`src/rtl/ppl_pkg.sv`:
```
// ----------------------------------------------------------------------------
// ppl_pkg
// Shared types and constants for the packet payload locator.
// ----------------------------------------------------------------------------
package ppl_pkg;

    localparam int DEF_MAX_FRAME_BYTES = 2048;

    typedef enum logic [2:0] {
        ST_ETH,
        ST_IP4,
        ST_IP6,
        ST_FRAG,
        ST_TCP,
        ST_FIX8,
        ST_PAYLOAD,
        ST_DONE
    } stage_t;

    localparam logic [2:0] V_PAYLOAD   = 3'd0;
    localparam logic [2:0] V_EMPTY     = 3'd1;
    localparam logic [2:0] V_OTHER_L3  = 3'd2;
    localparam logic [2:0] V_GRE       = 3'd3;
    localparam logic [2:0] V_PIM       = 3'd4;
    localparam logic [2:0] V_OTHER_L4  = 3'd5;
    localparam logic [2:0] V_NESTED    = 3'd6;
    localparam logic [2:0] V_TRUNCATED = 3'd7;

    localparam logic [1:0] L3_IP4 = 2'd1;
    localparam logic [1:0] L3_IP6 = 2'd2;

    localparam logic [2:0] L4_TCP    = 3'd1;
    localparam logic [2:0] L4_UDP    = 3'd2;
    localparam logic [2:0] L4_ESP    = 3'd3;
    localparam logic [2:0] L4_ICMP   = 3'd4;
    localparam logic [2:0] L4_ICMPV6 = 3'd5;

    localparam logic [7:0] PROTO_ICMP   = 8'd1;
    localparam logic [7:0] PROTO_IPIP   = 8'd4;
    localparam logic [7:0] PROTO_TCP    = 8'd6;
    localparam logic [7:0] PROTO_UDP    = 8'd17;
    localparam logic [7:0] PROTO_IP6    = 8'd41;
    localparam logic [7:0] PROTO_FRAG   = 8'd44;
    localparam logic [7:0] PROTO_GRE    = 8'd47;
    localparam logic [7:0] PROTO_ESP    = 8'd50;
    localparam logic [7:0] PROTO_ICMPV6 = 8'd58;
    localparam logic [7:0] PROTO_PIM    = 8'd103;

    localparam logic [15:0] ETYPE_VLAN = 16'h8100;
    localparam logic [15:0] ETYPE_IP4  = 16'h0800;
    localparam logic [15:0] ETYPE_IP6  = 16'h86DD;

    // One classified beat on its way to the output.
    typedef struct packed {
        logic [7:0]  out_byte;
        logic        in_payload;
        logic        frame_done;
        logic [2:0]  verdict;
        logic [11:0] payload_offset;
        logic [11:0] payload_length;
        logic        vlan_seen;
        logic [1:0]  l3_kind;
        logic [2:0]  l4_kind;
        logic        ipip_seen;
        logic        ip6_in_ip4_seen;
        logic        fragment_seen;
    } rec_t;

endpackage

```
`src/rtl/packet_payload_locator_unit.sv`:
```
// ----------------------------------------------------------------------------
// packet_payload_locator_unit
// Finds the payload of an Ethernet frame and marks every byte.
// ----------------------------------------------------------------------------
// Channel   Direction  Content
// s_axis    in         tdata: data_byte; tlast: last_byte
// m_axis    out        tdata: byte and frame summary; tuser: in_payload;
//                      tlast: frame_done
// One beat per cycle is accepted and delivered when neither side stalls.
// The header walker decides each beat in the cycle it is accepted and a
// two-entry queue holds the results, so the input runs on while the output
// stalls until the queue is full. Reset returns the walker to the start of
// a frame and empties the queue.
module packet_payload_locator_unit #(
    parameter int MAX_FRAME_BYTES = ppl_pkg::DEF_MAX_FRAME_BYTES
) (
    input  logic        clk,
    input  logic        rst_n,
    input  logic        s_axis_tvalid,
    output logic        s_axis_tready,
    input  logic [7:0]  s_axis_tdata,   // [7:0] data_byte
    input  logic        s_axis_tlast,
    output logic        m_axis_tvalid,
    input  logic        m_axis_tready,
    // [7:0] out_byte, [10:8] verdict, [22:11] payload_offset,
    // [34:23] payload_length, [35] vlan_seen, [37:36] l3_kind,
    // [40:38] l4_kind, [41] ipip_seen, [42] ip6_in_ip4_seen,
    // [43] fragment_seen, [47:44] zero
    output logic [47:0] m_axis_tdata,
    output logic        m_axis_tuser,   // [0] in_payload
    output logic        m_axis_tlast
);
    import ppl_pkg::*;

    rec_t front_rec;
    rec_t out_rec;
    logic full;
    logic accept;

    assign s_axis_tready = !full;
    assign accept        = s_axis_tvalid && !full;

    ppl_front #(
        .MAX_FRAME_BYTES(MAX_FRAME_BYTES)
    ) u_front (
        .clk(clk),
        .rst_n(rst_n),
        .accept(accept),
        .data_byte(s_axis_tdata),
        .last_byte(s_axis_tlast),
        .rec(front_rec)
    );

    ppl_queue u_queue (
        .clk(clk),
        .rst_n(rst_n),
        .push(accept),
        .push_rec(front_rec),
        .full(full),
        .out_valid(m_axis_tvalid),
        .pop(m_axis_tvalid && m_axis_tready),
        .out_rec(out_rec)
    );

    assign m_axis_tdata = {4'b0000, out_rec.fragment_seen, out_rec.ip6_in_ip4_seen,
                           out_rec.ipip_seen, out_rec.l4_kind, out_rec.l3_kind,
                           out_rec.vlan_seen, out_rec.payload_length,
                           out_rec.payload_offset, out_rec.verdict, out_rec.out_byte};
    assign m_axis_tuser = out_rec.in_payload;
    assign m_axis_tlast = out_rec.frame_done;

endmodule

```
`src/rtl/ppl_front.sv`:
```
// ----------------------------------------------------------------------------
// ppl_front
// Header walker: tracks the parse stage and classifies each accepted beat.
// ----------------------------------------------------------------------------
module ppl_front #(
    parameter int MAX_FRAME_BYTES = ppl_pkg::DEF_MAX_FRAME_BYTES
) (
    input  logic          clk,
    input  logic          rst_n,
    input  logic          accept,
    input  logic [7:0]    data_byte,
    input  logic          last_byte,
    output ppl_pkg::rec_t rec
);
    import ppl_pkg::*;

    localparam int IW = $clog2(MAX_FRAME_BYTES + 1);
    localparam int PW = $clog2(MAX_FRAME_BYTES + 64);
    localparam logic [IW-1:0] MAX_IDX = IW'(MAX_FRAME_BYTES);

    stage_t        stage_reg, stage_next;
    logic [IW-1:0] idx_reg, idx_next;
    logic [PW-1:0] hs_reg, hs_next;
    logic [PW-1:0] nhe_reg, nhe_next;
    logic [15:0]   tf_reg, tf_next;
    logic [7:0]    np_reg, np_next;
    logic          tun_reg, tun_next;
    logic          vlan_reg, vlan_next;
    logic [1:0]    l3_reg, l3_next;
    logic [2:0]    l4_reg, l4_next;
    logic          ipip_reg, ipip_next;
    logic          ip6_reg, ip6_next;
    logic          frag_reg, frag_next;
    logic [2:0]    fv_reg, fv_next;

    logic [PW-1:0] pos, nxt, rel;
    logic          at_end;
    logic [15:0]   tf_upd;
    logic [7:0]    np_upd;
    logic [5:0]    tcp_len;
    logic [2:0]    verdict;
    logic [PW-1:0] len;

    assign pos     = PW'(idx_reg);
    assign nxt     = pos + PW'(1);
    assign rel     = pos - hs_reg;
    assign at_end  = (nxt == nhe_reg);
    assign tcp_len = (data_byte[7:4] < 4'd5) ? 6'd20 : {data_byte[7:4], 2'b00};

    always_comb
    begin
        stage_next = stage_reg;
        idx_next   = idx_reg;
        hs_next    = hs_reg;
        nhe_next   = nhe_reg;
        tf_next    = tf_reg;
        np_next    = np_reg;
        tun_next   = tun_reg;
        vlan_next  = vlan_reg;
        l3_next    = l3_reg;
        l4_next    = l4_reg;
        ipip_next  = ipip_reg;
        ip6_next   = ip6_reg;
        frag_next  = frag_reg;
        fv_next    = fv_reg;
        tf_upd     = tf_reg;
        np_upd     = np_reg;
        if (idx_reg < MAX_IDX)
        begin
            idx_next = idx_reg + IW'(1);
            unique case (stage_reg)
                ST_ETH:
                begin
                    if ((pos + PW'(2) == nhe_reg) || at_end)
                        tf_upd = {tf_reg[7:0], data_byte};
                    tf_next = tf_upd;
                    if (at_end)
                    begin
                        if (tf_upd == ETYPE_VLAN && nhe_reg == PW'(14))
                        begin
                            vlan_next = 1'b1;
                            nhe_next  = PW'(18);
                            tf_next   = '0;
                        end
                        else if (tf_upd == ETYPE_IP4)
                        begin
                            l3_next    = L3_IP4;
                            stage_next = ST_IP4;
                            hs_next    = nxt;
                            nhe_next   = nxt + PW'(20);
                        end
                        else if (tf_upd == ETYPE_IP6)
                        begin
                            l3_next    = L3_IP6;
                            stage_next = ST_IP6;
                            hs_next    = nxt;
                            nhe_next   = nxt + PW'(40);
                        end
                        else
                        begin
                            fv_next    = V_OTHER_L3;
                            stage_next = ST_DONE;
                        end
                    end
                end
                ST_IP4, ST_IP6, ST_FRAG:
                begin
                    if ((stage_reg == ST_IP4 && rel == PW'(9))
                        || (stage_reg == ST_IP6 && rel == PW'(6))
                        || (stage_reg == ST_FRAG && rel == PW'(0)))
                        np_upd = data_byte;
                    np_next = np_upd;
                    if (at_end)
                    begin
                        hs_next = nxt;
                        unique case (np_upd)
                            PROTO_TCP:
                            begin
                                l4_next = L4_TCP; stage_next = ST_TCP;
                                nhe_next = nxt + PW'(20);
                            end
                            PROTO_UDP:
                            begin
                                l4_next = L4_UDP; stage_next = ST_FIX8;
                                nhe_next = nxt + PW'(8);
                            end
                            PROTO_ESP:
                            begin
                                l4_next = L4_ESP; stage_next = ST_FIX8;
                                nhe_next = nxt + PW'(8);
                            end
                            PROTO_ICMP:
                            begin
                                l4_next = L4_ICMP; stage_next = ST_FIX8;
                                nhe_next = nxt + PW'(8);
                            end
                            PROTO_ICMPV6:
                            begin
                                l4_next = L4_ICMPV6; stage_next = ST_FIX8;
                                nhe_next = nxt + PW'(8);
                            end
                            PROTO_IPIP:
                            begin
                                if (tun_reg)
                                begin
                                    fv_next = V_NESTED; stage_next = ST_DONE;
                                    hs_next = hs_reg;
                                end
                                else
                                begin
                                    tun_next = 1'b1; ipip_next = 1'b1;
                                    stage_next = ST_IP4;
                                    nhe_next = nxt + PW'(20);
                                end
                            end
                            PROTO_FRAG:
                            begin
                                frag_next = 1'b1; stage_next = ST_FRAG;
                                nhe_next = nxt + PW'(8);
                            end
                            PROTO_IP6:
                            begin
                                ip6_next = 1'b1; stage_next = ST_IP6;
                                nhe_next = nxt + PW'(40);
                            end
                            PROTO_GRE:
                            begin
                                fv_next = V_GRE; stage_next = ST_DONE; hs_next = hs_reg;
                            end
                            PROTO_PIM:
                            begin
                                fv_next = V_PIM; stage_next = ST_DONE; hs_next = hs_reg;
                            end
                            default:
                            begin
                                fv_next = V_OTHER_L4; stage_next = ST_DONE;
                                hs_next = hs_reg;
                            end
                        endcase
                    end
                end
                ST_TCP:
                begin
                    if (rel == PW'(12))
                        nhe_next = hs_reg + PW'(tcp_len);
                    else if (at_end)
                    begin
                        stage_next = ST_PAYLOAD;
                        hs_next    = nxt;
                    end
                end
                ST_FIX8:
                begin
                    if (at_end)
                    begin
                        stage_next = ST_PAYLOAD;
                        hs_next    = nxt;
                    end
                end
                default:
                begin
                end
            endcase
        end
    end

    always_comb
    begin
        len = '0;
        if (PW'(idx_next) > hs_next)
            len = PW'(idx_next) - hs_next;
        unique case (stage_next)
            ST_PAYLOAD: verdict = (len != '0) ? V_PAYLOAD : V_EMPTY;
            ST_DONE:    verdict = fv_next;
            default:    verdict = V_TRUNCATED;
        endcase
        rec                = '0;
        rec.out_byte       = data_byte;
        rec.in_payload     = (stage_reg == ST_PAYLOAD);
        if (last_byte)
        begin
            rec.frame_done      = 1'b1;
            rec.verdict         = verdict;
            if (stage_next == ST_PAYLOAD)
            begin
                rec.payload_offset = 12'(hs_next);
                rec.payload_length = 12'(len);
            end
            rec.vlan_seen       = vlan_next;
            rec.l3_kind         = l3_next;
            rec.l4_kind         = l4_next;
            rec.ipip_seen       = ipip_next;
            rec.ip6_in_ip4_seen = ip6_next;
            rec.fragment_seen   = frag_next;
        end
    end

    always_ff @(posedge clk or negedge rst_n)
    begin
        if (!rst_n)
        begin
            stage_reg <= ST_ETH;
            idx_reg   <= '0;
            hs_reg    <= '0;
            nhe_reg   <= PW'(14);
            tf_reg    <= '0;
            np_reg    <= '0;
            tun_reg   <= 1'b0;
            vlan_reg  <= 1'b0;
            l3_reg    <= '0;
            l4_reg    <= '0;
            ipip_reg  <= 1'b0;
            ip6_reg   <= 1'b0;
            frag_reg  <= 1'b0;
            fv_reg    <= '0;
        end
        else if (accept && last_byte)
        begin
            stage_reg <= ST_ETH;
            idx_reg   <= '0;
            hs_reg    <= '0;
            nhe_reg   <= PW'(14);
            tf_reg    <= '0;
            np_reg    <= '0;
            tun_reg   <= 1'b0;
            vlan_reg  <= 1'b0;
            l3_reg    <= '0;
            l4_reg    <= '0;
            ipip_reg  <= 1'b0;
            ip6_reg   <= 1'b0;
            frag_reg  <= 1'b0;
            fv_reg    <= '0;
        end
        else if (accept)
        begin
            stage_reg <= stage_next;
            idx_reg   <= idx_next;
            hs_reg    <= hs_next;
            nhe_reg   <= nhe_next;
            tf_reg    <= tf_next;
            np_reg    <= np_next;
            tun_reg   <= tun_next;
            vlan_reg  <= vlan_next;
            l3_reg    <= l3_next;
            l4_reg    <= l4_next;
            ipip_reg  <= ipip_next;
            ip6_reg   <= ip6_next;
            frag_reg  <= frag_next;
            fv_reg    <= fv_next;
        end
    end

endmodule

```
`src/rtl/ppl_queue.sv`:
```
// ----------------------------------------------------------------------------
// ppl_queue
// Two-entry queue that holds classified beats and drives the output side.
// ----------------------------------------------------------------------------
module ppl_queue (
    input  logic          clk,
    input  logic          rst_n,
    input  logic          push,
    input  ppl_pkg::rec_t push_rec,
    output logic          full,
    output logic          out_valid,
    input  logic          pop,
    output ppl_pkg::rec_t out_rec
);
    import ppl_pkg::*;

    rec_t       mem_reg [2];
    logic       wp_reg, wp_next;
    logic       rp_reg, rp_next;
    logic [1:0] cnt_reg, cnt_next;

    assign full      = (cnt_reg == 2'd2);
    assign out_valid = (cnt_reg != 2'd0);
    assign out_rec   = mem_reg[rp_reg];

    always_comb
    begin
        wp_next  = wp_reg ^ push;
        rp_next  = rp_reg ^ pop;
        cnt_next = cnt_reg + {1'b0, push} - {1'b0, pop};
    end

    always_ff @(posedge clk)
    begin
        if (push)
            mem_reg[wp_reg] <= push_rec;
    end

    always_ff @(posedge clk or negedge rst_n)
    begin
        if (!rst_n)
        begin
            wp_reg  <= 1'b0;
            rp_reg  <= 1'b0;
            cnt_reg <= 2'd0;
        end
        else
        begin
            wp_reg  <= wp_next;
            rp_reg  <= rp_next;
            cnt_reg <= cnt_next;
        end
    end

endmodule

```
`config.mk`:
```
export PLATFORM = sky130hd
export DESIGN_NAME = packet_payload_locator_unit
export DESIGN_NICKNAME = d
export VERILOG_FILES = /design/src/rtl/ppl_pkg.sv /design/src/rtl/packet_payload_locator_unit.sv /design/src/rtl/ppl_front.sv /design/src/rtl/ppl_queue.sv
export SDC_FILE = /design/constraint.sdc
export NUM_CORES = 1
export LEC_CHECK = 0
export ABC_CLOCK_PERIOD_IN_PS = 15250
export BUFFER_PORTS_ARGS = -buffer_cell sky130_fd_sc_hd__buf_2
export CAP_MARGIN = 15
export CORE_MARGIN = 5
export CORE_UTILIZATION = 25
export DETAILED_ROUTE_END_ITERATION = 8
export MAX_ROUTING_LAYER = met4
export PLACE_DENSITY = 0.44
export SYNTH_ARGS = -nofsm -noshare
export SYNTH_HDL_FRONTEND = slang
export SYNTH_HIERARCHICAL = 1
export SYNTH_SLANG_ARGS = --single-unit
```
`constraint.sdc`:
```
create_clock -name clk -period 15.25 [get_ports clk]
set_input_delay 1.525 -clock clk [delete_from_list [all_inputs] [get_ports clk]]
set_output_delay 1.525 -clock clk [all_outputs]
set_load 0.02 [all_outputs]
```
Word level (Yosys, flattened, before mapping)
Memories as Yosys holds them, arrays and structs flattened.
Index checks and enable logic that the tools add are counted.
W data, S select, Z words.
{"block": "classes", "muxes": 121, "bitwise_logic": 2, "n_eq_ne": 34, "reduce_logical": 30, "magnitude_cmp": 3, "add_sub_neg": 10}
{"op": "$mux W12", "n": 25}
{"op": "$mux W16", "n": 9}
{"op": "$pmux W12 S4", "n": 2}
{"op": "$mux W3", "n": 25}
{"op": "$mux W8", "n": 7}
{"op": "$eq A8 B6 Y1 const B", "n": 5}
{"op": "$mux W37", "n": 1}
{"op": "$eq A12 B4 Y1 const B", "n": 3}
{"op": "$pmux W12 S3", "n": 1}
{"op": "$mux W1", "n": 34}
{"op": "$eq A16 B16 Y1 const B", "n": 2}
{"op": "$pmux W3 S5", "n": 2}
{"op": "$eq A12 B12 Y1", "n": 2}
{"op": "$mux W24", "n": 1}
{"op": "$pmux W12 S2", "n": 1}
{"op": "$pmux W3 S4", "n": 2}
{"op": "$sub A12 B12 Y12", "n": 2}
{"op": "$eq A16 B12 Y1 const B", "n": 1}
{"op": "$eq A8 B3 Y1 const B", "n": 2}
{"op": "$mux W2", "n": 8}
{"op": "$eq A3 B3 Y1 const B", "n": 5}
{"op": "$reduce_bool A2 Y1", "n": 7}
{"op": "$add A12 B1 Y12 const B", "n": 1}
{"op": "$add A12 B2 Y12 const B", "n": 1}
{"op": "37 further kinds", "n": 51}
{"block": "word_totals", "wordCells": 218, "inputBits": 13, "memories": 1, "ff_bits": 80, "ram_bits": 92, "out_inout_bits": 52}
{"memory": "u_queue.mem_reg", "depth": 2, "word_bits": 46, "rd": 1, "rd_ports_with_merged_regs": 0, "write_ports": 1, "line_no": "ppl_queue.sv:17", "text": "rec_t mem_reg [2];"}

Logic depth before layout (Yosys ltp)
{"block": "depth", "word_depth": 20, "mapped_depth": 32}

Modules after synthesis
Netlist, hierarchy kept.
{"module": "ppl_front", "cells_per_inst": 1047, "area_per_inst_um2": 8291.7, "seq_area_each_um2": 1905.6, "n_inst": 1}
{"module": "ppl_queue", "cells_per_inst": 159, "area_per_inst_um2": 3653.5, "seq_area_each_um2": 2862.7, "n_inst": 1}
{"module": "packet_payload_locator_unit", "cells_per_inst": 8, "area_per_inst_um2": 50.0, "seq_area_each_um2": 0.0, "n_inst": 1}

Least setup slack after synthesis
No wires, ideal clock.
{"block": "synth_timing", "path_type": "reg2reg", "start": "register u_front.idx_reg[0]", "end": "memory u_queue/mem_reg[0][11] in the netlist's numbering, data pin", "path_buffers": 4, "stages_incl_launch_ff": 30, "t_required_ps": 14966, "t_arrival_ps": 6584, "path_slack_ps": 8382, "setup_time_ps": 284, "cell_sequence": "dfrtp_1 > clkbuf_1 > inv_1 > ha_1 > fa_1 > nor2b_1 > nand2_1 > or4_1 > a32oi_2 > nand4_4 > or3_1 > buf_2 > o211a_1 > o31a_1 > nor2b_1 > buf_6 > o21ai_2 > ha_1 > inv_1 > fa_1 > a21o_1 > a21oi_1 > o21ai_0 > o41ai_1 > nor2b_1 > o21a_1 > o21ai_0 > a221o_1 > clkbuf_1 > nor3_1"}
{"item": "start: declaration", "line_no": "ppl_front.sv:22", "text": "logic [IW-1:0] idx_reg, idx_next;"}
{"item": "start signal: assignment", "line_no": "ppl_front.sv:277", "text": "idx_reg <= idx_next;"}
{"item": "end: declaration", "line_no": "ppl_queue.sv:17"}

==> impl_results.md <==
* Status: completed
* Area contributors post-synth: edfxtp_1, dfrtp_1, xnor2_1, ha_1, mux2_4
* Max FFs per register at 92
* Startpoint Class: register
* CTS tree: built
* Worst EP arrival at 9.04 ns
* Worst slew margin at 18.8%
* Post-Syn Area at 12,000 um2
* Sequential share of the synthesized area at 39.8%
* Post-synthesis register bit count at 172
* Synth cell count leaders: nor2_1, edfxtp_1, nand2_1
* Crit-path max FO at 17
* CTS root buf: clkbuf_16
* Post-CTS Hold Fix Bufs at 0
* Post-DR wirelength/cell at 20.3 um
* PnR worst setup slack at 6.46 ns
* Die height at 229 um
* Top-area cell type share of the netlist area at 23.0%
* Layout Area Growth over Synthesis at 12.0%
* Crit share post-route at 57.6%
* Initial Util at 25.2%
* Asr flop ratio synth at 46.5%
* Place WS at 6.46 ns
* Max Clk Rate at 0.114 GHz
* Vias per Instance at 5.16
* # nets final at 1,288
* RSZ-0062 raised after global routing: false
* Slew Viols, Final at 0
* CTS Sinks at 172
* Largest net degree at the start of global routing at 48
* Max cap viols at 0
* H-tree Lvls at 4
* Pwr dens at 141 nW/um2
* Critical Path Max Stage Delay at 0.83 ns
* DRT Pass-1 Iters at 5
* Lkg Pwr at 0.00527 uW
* Worst Max-Slew Pin Slew at 1.21 ns
* Antenna cell count at 0
* Overall die width at 229 um
* Worst Skew at 0.0186 ns
* Final setup viols at 0
* Top Family by Delay on Critical Path: simple AND/OR/NAND/NOR gates
* Critical Path RT at 15.50 ns
* Core area at 47,600 um2
* Post-CTS setup buffers at 0
* Final wirelength at 37.9 mm
* Die ar. at 52,500 um2
* Clock buffer depth at 2
* Worst IR drop on VDD at 0.0684 mV
* Worst-Skew Late Latency at 0.45 ns
* First-pass GRT wire length at 58.5 mm
* DR vias at 9,607
* Drt initial violations at 684
* Vias in the first global route at 9,328
* Post-route DRC at 0
* Cts bufs inserted at 17
* Buffers on Ports at 60
* Row count at 80
* Total gr overflow at 0
* Min Tclk post-route at 8.79 ns
* GR Util All Layers at 14.6%
* Clk slew on worst S/H paths at 0.07 ns
* Post-synth EDFFs at 92
* Kind of critical path: reg2reg
* Top Ports at 65
* Post-DP HPWL at 28.5 mm
* Yosys warning total at 6
* Most common cell in the synthesized netlist: nor2_1
* Worst path bufs/invs at 0
* Initial antenna violation count at 0
* Post-synth top area cell: edfxtp_1
* Hold Violations, Final at 0
* HP Class: reg2reg
* Synth Flop Type: edfxtp_1
* Syn avg cell area at 9.88 um2
* Gpl congestion at 0.921
* Synth Instances at 1,214
* Fraction of layout instances using a drive strength above 1 at 16.8%
* Setup TNS at 0 ns
* Remaining antenna violation count after routing at 0
* Endpoint type of the worst setup path: register
* # resized after CTS at 0
* Worst-path cell with the longest stage delay: nor2b_1
* Distinct cells, synth at 85
metal layers:
metal	part of all wire (%)	routed length, um	global-route usage (%)	up-vias
li1	-	-	-	4555
met1	48	18000	20.3	4751
met2	47	17600	22.7	269
met3	4.4	1650	2.02	32
met4	1.6	595	3.70	0
met5	0	0	-	-
report_power, final:
group / leakage [uW] / total, uW / switching (uW) / internal [uW]
sequential: 0.00195 / 627 / 45.0 / 582
clock: 0.000309 / 472 / 205 / 268
combinational: 0.00301 / 791 / 485 / 306
total: 0.00527 / 1890 / 735 / 1160
cell families after synthesis:
family / share of synthesized area (%)
buffers and inverters: 4.78
AO/OA/AOI/OAI: 17.2
multiplexers: 9.44
XOR/XNOR: 6.67
other: 0.0313
adder cells (fa/ha/maj): 4.36
AND/OR/NAND/NOR: 17.8
flip-flops: 39.8
area by class of cell:
| class | count | area (um2) |
|---|---|---|
| Sequential cell | 172 | 4770 |
| Timing Repair Buffer | 77 | 430 |
| Tap cell | 615 | 769 |
| Fill cell | 5006 | 34200 |
| Clock inverter | 13 | 183 |
| Clock buffer | 19 | 443 |
| Multi-Input combinational cell | 924 | 6680 |
| Inverter | 43 | 161 |
worst paths after layout:
path,startpoint,endpoint,slack [ns],cells after the start
hold reg to reg,u_front/l3_reg[1]$_DFFE_PN0P_,u_front/l3_reg[1]$_DFFE_PN0P_,0.49,1
setup / recovery,u_front/idx_reg[4]$_DFFE_PN0P_,u_queue/mem_reg[0][33]$_DFFE_PP_,6.46,26
setup reg to reg,u_front/idx_reg[4]$_DFFE_PN0P_,u_queue/mem_reg[0][33]$_DFFE_PP_,6.46,26
min in group asynchronous,rst_n,u_front/tf_reg[13]$_DFFE_PN0P_,1.05,1
hold / removal,u_front/l3_reg[1]$_DFFE_PN0P_,u_front/l3_reg[1]$_DFFE_PN0P_,0.49,1
max in group asynchronous,rst_n,u_front/idx_reg[9]$_DFFE_PN0P_,13.13,2
cells in the final DEF, fill, tap and decap left out, types with 16 or more instances in the layout:
cell type	instances
a22o_1	45
nand3_1	37
xor2_1	32
dfrtp_1	76
clkbuf_16	17
nor3_1	32
buf_2	59
nor2_1	118
o21ai_0	51
ha_1	35
edfxtp_1	92
mux2_2	33
xnor2_1	54
nand2_1	78
and3_1	16
a21oi_1	46
inv_1	41
mux2_4	30
mux2i_1	31
buf_4	18
worst reg2reg max path, cell delays in order, from the launching register on:
cell and delay [ns]:
dfrtp_1 0.64, nand4_1 0.53, nor2_1 0.44, nand3_1 0.13, ha_1 0.40, xor2_1 0.20
nor3_1 0.17, nand3_1 0.10, nor4b_1 0.59, and2_1 0.67, nor2_1 0.10, nor2_1 0.12
o31a_1 0.26, nor2b_1 0.83, mux2i_1 0.35, ha_1 0.32, a21o_1 0.17, a21oi_1 0.21
o21ai_0 0.17, o41ai_1 0.47, nor2b_1 0.10, o21a_1 0.20, o21ai_0 0.21, a221o_1 0.59
a41oi_1 0.15, mux2_2 0.30, o21ai_0 0.21
per-stage QoR:
step	total power [uW]	hold WS [ns]	instance area [um2]	instances	util [%]
2_1_floorplan	1210	0.451	12000	1217	-
3_3_place_gp	1430	0.470	12800	1829	26.9
3_5_place_dp	1430	0.475	12800	1829	26.9
4_1_cts	1910	0.494	13400	1861	28.2
5_1_grt	2000	0.507	13400	1863	28.2
6_report	1890	0.489	13400	1863	28.2
Note: power is estimated with default switching activity, not from simulation.
